===== config.mk =====
export PLATFORM = sky130hd
export DESIGN_NAME = rational_arith_unit_top
export DESIGN_NICKNAME = d
export VERILOG_FILES = /design/src/sv/rau_pkg.sv /design/src/sv/rau_div.sv /design/src/sv/rau_dp.sv /design/src/sv/rau_ctrl.sv /design/src/sv/rational_arith_unit_top.sv
export VERILOG_INCLUDE_DIRS = /design/src /design/src/sv
export SDC_FILE = /design/constraint.sdc
export NUM_CORES = 2
export LEC_CHECK = 0
export BUFFER_PORTS_ARGS = -buffer_cell sky130_fd_sc_hd__buf_4
export CORE_UTILIZATION = 45
export CTS_BUF_LIST = sky130_fd_sc_hd__clkbuf_4 sky130_fd_sc_hd__clkbuf_8
export DETAILED_ROUTE_END_ITERATION = 16
export GPL_TIMING_DRIVEN = 0
export PLACE_DENSITY_LB_ADDON = 0.15
export RECOVER_POWER = 25
export SYNTH_ARGS = -nofsm -noshare
export SYNTH_HDL_FRONTEND = slang
export SYNTH_SLANG_ARGS = --single-unit

===== constraint.sdc =====
create_clock -name i_clk -period 34.5 [get_ports i_clk]
set_input_delay 1.725 -clock i_clk [delete_from_list [all_inputs] [get_ports i_clk]]
set_output_delay 1.725 -clock i_clk [all_outputs]
set_load 0.03 [all_outputs]

===== src/sv/rational_arith_unit_top_macros.svh =====
// Assertion helpers used by the RTL sequencer (rau_ctrl).
`ifndef RATIONAL_ARITH_UNIT_TOP_MACROS_SVH
`define RATIONAL_ARITH_UNIT_TOP_MACROS_SVH

// Same-cycle implication, disabled while reset is held.
`define RAU_ASSERT_IMPL(label, clk, rst_n, ante, cons) \
    label: assert property (@(posedge clk) disable iff (!rst_n) (ante) |-> (cons)) \
        else $error("assertion failed");

// Next-cycle implication, disabled while reset is held.
`define RAU_ASSERT_NEXT(label, clk, rst_n, ante, cons) \
    label: assert property (@(posedge clk) disable iff (!rst_n) (ante) |=> (cons)) \
        else $error("assertion failed");

`endif


===== src/sv/rau_pkg.sv =====
`timescale 1ns / 1ps
// ----------------------------------------------------------------------------
// rau_pkg
// Types, codes and helpers of the rational arithmetic unit.
// ----------------------------------------------------------------------------
package rau_pkg;

    localparam int IN_W  = 32;
    localparam int RES_W = 64;
    localparam int CNT_W = 7;

    localparam logic [1:0] OP_ADD = 2'd0;
    localparam logic [1:0] OP_MUL = 2'd1;
    localparam logic [1:0] OP_DIV = 2'd2;

    typedef struct packed {
        logic [1:0]             req_type;
        logic signed [IN_W-1:0] a_num;
        logic signed [IN_W-1:0] a_den;
        logic signed [IN_W-1:0] b_num;
        logic signed [IN_W-1:0] b_den;
    } t_in;

    typedef struct packed {
        logic signed [RES_W-1:0] res_num;
        logic signed [RES_W-1:0] res_den;
        logic                    zero_den_error;
    } t_out;

    typedef enum logic [3:0] {
        S_IDLE,
        S_MUL_A,
        S_MUL_B,
        S_MUL_C,
        S_SUM,
        S_GCD_INIT,
        S_GCD_TEST,
        S_GCD_WAIT,
        S_QN_WAIT,
        S_QD_WAIT,
        S_FIN
    } t_state;

    typedef enum logic [4:0] {
        DP_NOP,
        DP_LOAD,
        DP_ZERO,
        DP_SHARED,
        DP_ANBD_ACC,
        DP_BNAD_RN,
        DP_ADBD_RD,
        DP_ANBN_RN,
        DP_ANBD_RN,
        DP_ADBN_RD,
        DP_SUM,
        DP_GCD_INIT,
        DP_GCD_START,
        DP_GCD_STEP,
        DP_QN_START,
        DP_QN_DONE,
        DP_QD_DONE,
        DP_OUT
    } t_dp_cmd;

    typedef struct packed {
        logic [1:0] op;
        logic       ad_eq_bd;
        logic       x_zero;
        logic       y_zero;
        logic       div_done;
        logic       out_free;
    } t_status;

    function automatic logic [RES_W-1:0] magnitude(input logic [RES_W-1:0] v);
        return v[RES_W-1] ? (RES_W'(0) - v) : v;
    endfunction

endpackage


===== src/sv/rau_div.sv =====
`timescale 1ns / 1ps
// ----------------------------------------------------------------------------
// rau_div
// Unsigned restoring divider, one quotient bit per cycle.
// ----------------------------------------------------------------------------
module rau_div (
    input  logic                       i_clk,
    input  logic                       i_rst_n,
    input  logic                       i_start,
    input  logic [rau_pkg::RES_W-1:0]  i_dividend,
    input  logic [rau_pkg::RES_W-1:0]  i_divisor,
    output logic                       o_done,
    output logic [rau_pkg::RES_W-1:0]  o_quo,
    output logic [rau_pkg::RES_W-1:0]  o_rem
);
    localparam int W = rau_pkg::RES_W;

    logic [W-1:0]                  r_quo;
    logic [W-1:0]                  r_rem;
    logic [W-1:0]                  r_dvs;
    logic [rau_pkg::CNT_W-1:0]     r_cnt;
    logic                          r_done;
    logic [W:0]                    shifted;
    logic [W:0]                    diff;

    assign shifted = {r_rem, r_quo[W-1]};
    assign diff    = shifted - {1'b0, r_dvs};

    always_ff @(posedge i_clk) begin
        if (!i_rst_n) begin
            r_cnt  <= '0;
            r_done <= 1'b0;
        end else if (i_start) begin
            r_cnt  <= rau_pkg::CNT_W'(W);
            r_done <= 1'b0;
        end else if (r_cnt != '0) begin
            r_cnt  <= r_cnt - 1'b1;
            r_done <= (r_cnt == rau_pkg::CNT_W'(1));
        end else begin
            r_done <= 1'b0;
        end
    end

    always_ff @(posedge i_clk) begin
        if (i_start) begin
            r_quo <= i_dividend;
            r_rem <= '0;
            r_dvs <= i_divisor;
        end else if (r_cnt != '0) begin
            // keep the partial remainder when the trial subtract goes negative
            r_rem <= diff[W] ? shifted[W-1:0] : diff[W-1:0];
            r_quo <= {r_quo[W-2:0], ~diff[W]};
        end
    end

    assign o_done = r_done;
    assign o_quo  = r_quo;
    assign o_rem  = r_rem;
endmodule


===== src/sv/rau_dp.sv =====
`timescale 1ns / 1ps
// ----------------------------------------------------------------------------
// rau_dp
// Datapath: operand registers, shared multiplier, gcd registers, divider
// and output register.
// ----------------------------------------------------------------------------
module rau_dp #(
    parameter int OPERAND_WIDTH = 32
) (
    input  logic              i_clk,
    input  logic              i_rst_n,
    input  rau_pkg::t_dp_cmd  i_cmd,
    input  rau_pkg::t_in      i_in,
    output rau_pkg::t_status  o_status,
    input  logic              i_out_stall,
    output logic              o_out_valid,
    output rau_pkg::t_out     o_out
);
    localparam int W  = OPERAND_WIDTH;
    localparam int RW = rau_pkg::RES_W;

    logic [1:0]              r_op;
    logic signed [W-1:0]     r_an, r_ad, r_bn, r_bd;
    logic signed [RW-1:0]    r_acc, r_rn, r_rd;
    logic [RW-1:0]           r_x, r_y;
    rau_pkg::t_out           r_out;
    logic                    r_out_valid;

    logic signed [W-1:0]     mul_a, mul_b;
    logic signed [2*W-1:0]   prod;
    logic signed [RW-1:0]    prod64;
    logic                    div_start;
    logic [RW-1:0]           div_dvd, div_dvs;
    logic                    div_done;
    logic [RW-1:0]           div_quo, div_rem;

    always_comb begin
        unique case (i_cmd)
            rau_pkg::DP_ANBD_ACC, rau_pkg::DP_ANBD_RN: begin
                mul_a = r_an; mul_b = r_bd;
            end
            rau_pkg::DP_BNAD_RN: begin
                mul_a = r_bn; mul_b = r_ad;
            end
            rau_pkg::DP_ADBD_RD: begin
                mul_a = r_ad; mul_b = r_bd;
            end
            rau_pkg::DP_ADBN_RD: begin
                mul_a = r_ad; mul_b = r_bn;
            end
            default: begin
                mul_a = r_an; mul_b = r_bn;
            end
        endcase
    end

    assign prod   = mul_a * mul_b;
    assign prod64 = RW'(prod);

    always_comb begin
        div_start = 1'b0;
        div_dvd   = r_x;
        div_dvs   = r_y;
        unique case (i_cmd)
            rau_pkg::DP_GCD_START: begin
                div_start = 1'b1;
            end
            rau_pkg::DP_QN_START: begin
                div_start = 1'b1;
                div_dvd   = rau_pkg::magnitude(r_rn);
                div_dvs   = r_x;
            end
            rau_pkg::DP_QN_DONE: begin
                div_start = 1'b1;
                div_dvd   = rau_pkg::magnitude(r_rd);
                div_dvs   = r_x;
            end
            default: begin
                div_start = 1'b0;
            end
        endcase
    end

    rau_div u_div (
        .i_clk      (i_clk),
        .i_rst_n    (i_rst_n),
        .i_start    (div_start),
        .i_dividend (div_dvd),
        .i_divisor  (div_dvs),
        .o_done     (div_done),
        .o_quo      (div_quo),
        .o_rem      (div_rem)
    );

    always_ff @(posedge i_clk) begin
        unique case (i_cmd)
            rau_pkg::DP_LOAD: begin
                r_op <= i_in.req_type;
                r_an <= i_in.a_num[W-1:0];
                r_ad <= i_in.a_den[W-1:0];
                r_bn <= i_in.b_num[W-1:0];
                r_bd <= i_in.b_den[W-1:0];
            end
            rau_pkg::DP_ZERO: begin
                r_rn <= '0;
                r_rd <= '0;
            end
            rau_pkg::DP_SHARED: begin
                r_rn <= RW'(r_an) + RW'(r_bn);
                r_rd <= RW'(r_ad);
            end
            rau_pkg::DP_ANBD_ACC: r_acc <= prod64;
            rau_pkg::DP_BNAD_RN, rau_pkg::DP_ANBN_RN, rau_pkg::DP_ANBD_RN: r_rn <= prod64;
            rau_pkg::DP_ADBD_RD, rau_pkg::DP_ADBN_RD: r_rd <= prod64;
            rau_pkg::DP_SUM: r_rn <= r_rn + r_acc;
            rau_pkg::DP_GCD_INIT: begin
                r_x <= rau_pkg::magnitude(r_rn);
                r_y <= rau_pkg::magnitude(r_rd);
            end
            rau_pkg::DP_GCD_STEP: begin
                r_x <= r_y;
                r_y <= div_rem;
            end
            rau_pkg::DP_QN_DONE: r_rn <= r_rn[RW-1] ? -$signed(div_quo) : $signed(div_quo);
            rau_pkg::DP_QD_DONE: r_rd <= r_rd[RW-1] ? -$signed(div_quo) : $signed(div_quo);
            rau_pkg::DP_OUT: begin
                r_out.res_num        <= r_rn;
                r_out.res_den        <= r_rd;
                r_out.zero_den_error <= (r_rd == '0);
            end
            default: begin
                r_acc <= r_acc;
            end
        endcase
    end

    always_ff @(posedge i_clk) begin
        if (!i_rst_n) begin
            r_out_valid <= 1'b0;
        end else if (i_cmd == rau_pkg::DP_OUT) begin
            r_out_valid <= 1'b1;
        end else if (!i_out_stall) begin
            r_out_valid <= 1'b0;
        end
    end

    assign o_status.op       = r_op;
    assign o_status.ad_eq_bd = (r_ad == r_bd);
    assign o_status.x_zero   = (r_x == '0);
    assign o_status.y_zero   = (r_y == '0);
    assign o_status.div_done = div_done;
    assign o_status.out_free = !r_out_valid || !i_out_stall;

    assign o_out_valid = r_out_valid;
    assign o_out       = r_out;
endmodule


===== src/sv/rau_ctrl.sv =====
`timescale 1ns / 1ps
// ----------------------------------------------------------------------------
// rau_ctrl
// Sequencer: steps the datapath through products, sum and gcd reduction.
// ----------------------------------------------------------------------------
`include "rational_arith_unit_top_macros.svh"

module rau_ctrl (
    input  logic              i_clk,
    input  logic              i_rst_n,
    input  logic              i_in_valid,
    output logic              o_in_stall,
    input  rau_pkg::t_status  i_status,
    output rau_pkg::t_dp_cmd  o_cmd
);
    rau_pkg::t_state r_state, n_state;

    always_ff @(posedge i_clk) begin
        if (!i_rst_n) begin
            r_state <= rau_pkg::S_IDLE;
        end else begin
            r_state <= n_state;
        end
    end

    always_comb begin
        n_state = r_state;
        o_cmd   = rau_pkg::DP_NOP;
        unique case (r_state)
            rau_pkg::S_IDLE: begin
                if (i_in_valid) begin
                    o_cmd   = rau_pkg::DP_LOAD;
                    n_state = rau_pkg::S_MUL_A;
                end
            end
            rau_pkg::S_MUL_A: begin
                priority if (i_status.op == rau_pkg::OP_ADD) begin
                    if (i_status.ad_eq_bd) begin
                        o_cmd   = rau_pkg::DP_SHARED;
                        n_state = rau_pkg::S_GCD_INIT;
                    end else begin
                        o_cmd   = rau_pkg::DP_ANBD_ACC;
                        n_state = rau_pkg::S_MUL_B;
                    end
                end else if (i_status.op == rau_pkg::OP_MUL) begin
                    o_cmd   = rau_pkg::DP_ANBN_RN;
                    n_state = rau_pkg::S_MUL_B;
                end else if (i_status.op == rau_pkg::OP_DIV) begin
                    o_cmd   = rau_pkg::DP_ANBD_RN;
                    n_state = rau_pkg::S_MUL_B;
                end else begin
                    o_cmd   = rau_pkg::DP_ZERO;
                    n_state = rau_pkg::S_FIN;
                end
            end
            rau_pkg::S_MUL_B: begin
                priority if (i_status.op == rau_pkg::OP_ADD) begin
                    o_cmd   = rau_pkg::DP_BNAD_RN;
                    n_state = rau_pkg::S_MUL_C;
                end else if (i_status.op == rau_pkg::OP_MUL) begin
                    o_cmd   = rau_pkg::DP_ADBD_RD;
                    n_state = rau_pkg::S_FIN;
                end else begin
                    o_cmd   = rau_pkg::DP_ADBN_RD;
                    n_state = rau_pkg::S_FIN;
                end
            end
            rau_pkg::S_MUL_C: begin
                o_cmd   = rau_pkg::DP_ADBD_RD;
                n_state = rau_pkg::S_SUM;
            end
            rau_pkg::S_SUM: begin
                o_cmd   = rau_pkg::DP_SUM;
                n_state = rau_pkg::S_GCD_INIT;
            end
            rau_pkg::S_GCD_INIT: begin
                o_cmd   = rau_pkg::DP_GCD_INIT;
                n_state = rau_pkg::S_GCD_TEST;
            end
            rau_pkg::S_GCD_TEST: begin
                // gcd of zero and zero: leave the sum unreduced
                priority if (!i_status.y_zero) begin
                    o_cmd   = rau_pkg::DP_GCD_START;
                    n_state = rau_pkg::S_GCD_WAIT;
                end else if (i_status.x_zero) begin
                    n_state = rau_pkg::S_FIN;
                end else begin
                    o_cmd   = rau_pkg::DP_QN_START;
                    n_state = rau_pkg::S_QN_WAIT;
                end
            end
            rau_pkg::S_GCD_WAIT: begin
                if (i_status.div_done) begin
                    o_cmd   = rau_pkg::DP_GCD_STEP;
                    n_state = rau_pkg::S_GCD_TEST;
                end
            end
            rau_pkg::S_QN_WAIT: begin
                if (i_status.div_done) begin
                    o_cmd   = rau_pkg::DP_QN_DONE;
                    n_state = rau_pkg::S_QD_WAIT;
                end
            end
            rau_pkg::S_QD_WAIT: begin
                if (i_status.div_done) begin
                    o_cmd   = rau_pkg::DP_QD_DONE;
                    n_state = rau_pkg::S_FIN;
                end
            end
            rau_pkg::S_FIN: begin
                // hold the result until the output register is free
                if (i_status.out_free) begin
                    o_cmd   = rau_pkg::DP_OUT;
                    n_state = rau_pkg::S_IDLE;
                end
            end
            default: begin
                n_state = rau_pkg::S_IDLE;
            end
        endcase
    end

    assign o_in_stall = (r_state != rau_pkg::S_IDLE);

    `RAU_ASSERT_NEXT(a_load_starts, i_clk, i_rst_n, (i_in_valid && !o_in_stall), (r_state == rau_pkg::S_MUL_A))
    `RAU_ASSERT_NEXT(a_gcd_waits, i_clk, i_rst_n, (r_state == rau_pkg::S_GCD_TEST && !i_status.y_zero), (r_state == rau_pkg::S_GCD_WAIT))
    `RAU_ASSERT_NEXT(a_fin_drains, i_clk, i_rst_n, (r_state == rau_pkg::S_FIN && i_status.out_free), (r_state == rau_pkg::S_IDLE))
endmodule


===== src/sv/rational_arith_unit_top.sv =====
`timescale 1ns / 1ps
// ----------------------------------------------------------------------------
// rational_arith_unit_top
// Two-fraction arithmetic unit: add with gcd reduction, multiply, divide.
// ----------------------------------------------------------------------------
// Input channel i_in_valid / o_in_stall carries one request (operation and
// two fractions); output channel o_out_valid / i_out_stall returns one result
// with numerator, denominator and a zero-denominator flag.
// One request is worked on at a time. Multiply and divide load the request,
// form both products and present their result, then take the next request
// from the idle state; any other operation code returns 0/0 with the
// zero-denominator flag set. An add forms the sum in one step with equal
// denominators and in three products and a sum step otherwise, then reduces
// it. The reduction runs Euclid's algorithm on a shared 64-bit restoring
// divider: each remainder step starts the divider, waits for done and steps
// the gcd registers, and two closing divisions divide numerator and
// denominator by the gcd; the divider sets the rate.
// The next request is taken once the result sits in the output register,
// even if the receiver has not yet taken it. If the receiver stalls and a
// second result is ready, the sequencer holds it until the register frees.
// Reset clears the sequencer and the output valid; no request is in flight.
// ----------------------------------------------------------------------------
module rational_arith_unit_top #(
    parameter int OPERAND_WIDTH = 32
) (
    input  logic           i_clk,
    input  logic           i_rst_n,
    input  logic           i_in_valid,
    output logic           o_in_stall,
    input  rau_pkg::t_in   i_in_data,
    output logic           o_out_valid,
    input  logic           i_out_stall,
    output rau_pkg::t_out  o_out_data
);
    rau_pkg::t_dp_cmd cmd;
    rau_pkg::t_status status;

    rau_ctrl u_ctrl (
        .i_clk      (i_clk),
        .i_rst_n    (i_rst_n),
        .i_in_valid (i_in_valid),
        .o_in_stall (o_in_stall),
        .i_status   (status),
        .o_cmd      (cmd)
    );

    rau_dp #(
        .OPERAND_WIDTH (OPERAND_WIDTH)
    ) u_dp (
        .i_clk       (i_clk),
        .i_rst_n     (i_rst_n),
        .i_cmd       (cmd),
        .i_in        (i_in_data),
        .o_status    (status),
        .i_out_stall (i_out_stall),
        .o_out_valid (o_out_valid),
        .o_out       (o_out_data)
    );
endmodule


==> impl_metrics.tcl <==
set metrics [dict create \
    first_global_vias 71376 \
    cell_occurring_most_often_along_the_worst_timing_path "fa_1" \
    initial_utilization_pct 45.5 \
    grt_use_met1_pct 49.8 \
    vias 71235 \
    post_synth_num_cell_types 88 \
    worst_skew_pair.late_latency_ps 990 \
    maxCapViolations 14 \
    required_arrival_time_at_the_worst_endpoint_ps 35230 \
    path_max_fanout 15 \
    fmaxAchievable_mhz 54.7 \
    ys_seq_area_share_pct 27.9 \
    reg2regPathDepth 36 \
    cts-root-to-sink-buffers 3 \
    finalWorstPathRequiredPeriod_ps 18270 \
    detailedRoute.firstIterationViolations 8308 \
    timing.rr.end "u_dp.r_rd[60]" \
    yosys_warnings 0 \
    tns_setup_ps 0 \
    slew_hr_pct -83.6 \
    hold_removal_path_class "reg2reg" \
    detail_route.first_pass.iterations 9 \
    area_growth_syn_to_layout_pct 11.1 \
    global_route.usage.met2_pct 69.2 \
    holdPathStages 2 \
    drc 0 \
    synth-main-ff-cell "edfxtp_1" \
    violations "capacitance limit, slew limit" \
    regToRegStartpoint "u_ctrl.r_state[1]" \
    cts.reportedPaths.clkPinSlew_ps 60 \
    root_buffer "clkbuf_8" \
    synthDominantCellAreaShare_pct 26.6 \
    num_rows 155 \
    nNetsFinal 10441 \
    layout-drive-gt1-share_pct 8.54 \
    synth_edf_count 707 \
    global_route.usage.total_pct 44.5 \
    die_h_um 428 \
    drt_wl_total_um 411000 \
    synthMostInstantiatedCell "inv_1" \
    number_of_buffer_cells_added_on_primary_ports 264 \
    largest_net_degree_at_the_start_of_global_routing 66 \
    cts.sink_count 784 \
    setup.reg_to_reg.worst_slack_ps 16230 \
    htreeDepth 4 \
    route.antenna.remaining_nets 0 \
    critical_path_arrival_ps 19000 \
    ys_ff_latch 784 \
    synth.largest_area_cell "fa_1" \
    synth.net_count 9959 \
    critPathKind "reg2reg" \
    critical_path.max_stage_delay_ps 1230 \
    groute.layer.met3.usage_pct 11.7 \
    route.detailed.vias_per_inst 6.27 \
    rsz_0062_raised_after_global_routing "no" \
    die_w_um 428 \
    cts-hold-fix-buffers 0 \
    pin_slew_with_the_least_headroom_to_its_limit_ps 2750 \
    global_route.peak_usage_layer "met2" \
    cts_inserted_buffers 142 \
    synth.top_cells.by_area "fa_1 27%, edfxtp_1 26%, ha_1 5.3%" \
    final_hold_violation_count 0 \
    postSynth.asyncResetShare_pct 0 \
    dieArea_sq_um 183000 \
    cts-resized-gates 0 \
    syn_area_sq_um 81600 \
    outcome "finished with violations" \
    count_of_mapped_cells_out_of_synthesis 8392 \
    floorplan.io_pins 265 \
    number_of_antenna_violations_at_the_first_check_in_global_routing 26 \
    finalSetupViolations 0 \
    global_route.overflow_total 0 \
    synth_area_per_cell_sq_um 9.73 \
    worstSetupStartpointType "flip-flop" \
    avgRoutedWirePerCell_um 36.2 \
    fin_worst_skew_ps 118 \
    hpwlAfterDp_um 342000 \
    slew_violations 165 \
    hold-path-endpoint "u_dp.u_div.r_cnt[6]" \
    min_period_over_period_pct 53.0 \
    cts_tree "done" \
    core_area_sq_um 179000 \
    category_of_the_worst_setup_path_capture_point "flip-flop" \
    slowest_stage "xnor2_1" \
    post-cts-setup-buffers 0 \
    netlist_top_cells_count "1111 x inv_1, 1085 x fa_1, 920 x nand2_1" \
    worstHoldStart "u_dp.u_div.r_cnt[6]" \
    place_congestion 1.11 \
    grt_pass1_wl_um 561000 \
]
==> sequential cells by signal, summed over array words and instances (netlist names) <==
name	cells
u_dp.r_x	64
u_dp.u_div.r_cnt	7
u_dp.u_div.o_done	1
u_dp.r_y	64
u_dp.r_rd	64
u_dp.o_out	129
u_dp.r_bn	32
u_dp.o_out_valid	1
u_dp.u_div.o_quo	64
u_dp.r_op	2
u_dp.r_an	32
u_dp.r_rn	64
u_dp.r_acc	64
u_dp.u_div.o_rem	64
u_dp.u_div.r_dvs	64
u_dp.r_ad	32
u_dp.r_bd	32
u_ctrl.r_state	4
==> cell type report <==
type                            count  area [sq um]
Clock buffer                      175          2200
Multi-Input combinational cell   6040         53300
Antenna cell                       15          37.5
Buffer                            457          1760
Sequential cell                   784         22800
Tap cell                         2355          2950
Clock inverter                     79           592
Fill cell                       16983         88700
Inverter                         1111          4170
Timing Repair Buffer              338          2900
==> cell families after synthesis <==
kind of cell | synth area share [%]
XOR/XNOR | 5.18
multiplexers | 1.93
buffers and inverters | 7.27
flip-flops | 27.9
AO/OA/AOI/OAI | 12.9
adder cells (fa/ha/maj) | 31.9
AND/OR/NAND/NOR | 12.9
==> worst max-delay path, delay by kind of cell, from the launching register on <==
family	cells	cell delay [ps]
adders and majority gates	9	4860
AOI/OAI and AO/OA	9	4270
DFF	1	320
buffers and inverters	8	4310
xor gates and xnor gates	1	1230
and+or+nand+nor	9	2940
==> how the worst max path moves through the flow <==
stage / start / to / cells after the start
finish: u_ctrl.r_state[1] / u_dp.r_rd[60] / 36
global route: u_ctrl.r_state[1] / u_dp.r_rd[60] / 36
CTS: u_dp.r_y[43] / u_dp.r_rn[43] / 33
detailed placement: i_in_valid / u_dp.r_rn[43] / 33
global placement: u_dp.u_div.o_done / u_dp.r_rn[47] / 35
floorplan: u_dp.u_div.o_done / u_dp.r_rn[59] / 37
==> metrics by stage <==
stage	worst slack (ps)	area (sq um)	hold WS [ps]	cells	utilization, %
after global routing	16110	90700	528	11343	50.6
after floorplan	14380	81600	424	8392	-
final	16230	90700	495	11354	50.6
after detailed placement	17460	88000	488	11080	49.0
after global placement	2470	86600	483	11011	48.2
after CTS	17370	90700	497	11334	50.6
==> routing by layer <==
metal  vias to the layer above  routed length, um  part of all wire, %
met5                         -                 83                0.020
met4                        12              48100                   12
met3                      1545              40100                  9.8
met2                      4470             183000                   44
met1                     36006             141000                   34
li1                      29202                  -                    -
==> cells in the final DEF, fill, tap and decap left out, drive strengths merged, types with 56 or more instances in the layout <==
master,netlist,final
nor2,881,881
clkinv,0,57
o31ai,70,70
nand3,85,85
xnor2,211,211
mux2i,67,67
a21oi,436,436
a221oi,81,81
o21ai,325,325
ha,348,348
buf,34,235
edfxtp,707,707
a21o,143,143
and2,82,82
a221o,115,115
dfxtp,77,77
fa,1085,1085
nand2,921,921
clkbuf,423,735
mux2,80,80
nand4,56,56
inv,1111,1122
xor2,272,272
Power is not shown: default switching activity piles up to over one toggle a cycle in this logic, so the estimate is an artifact.
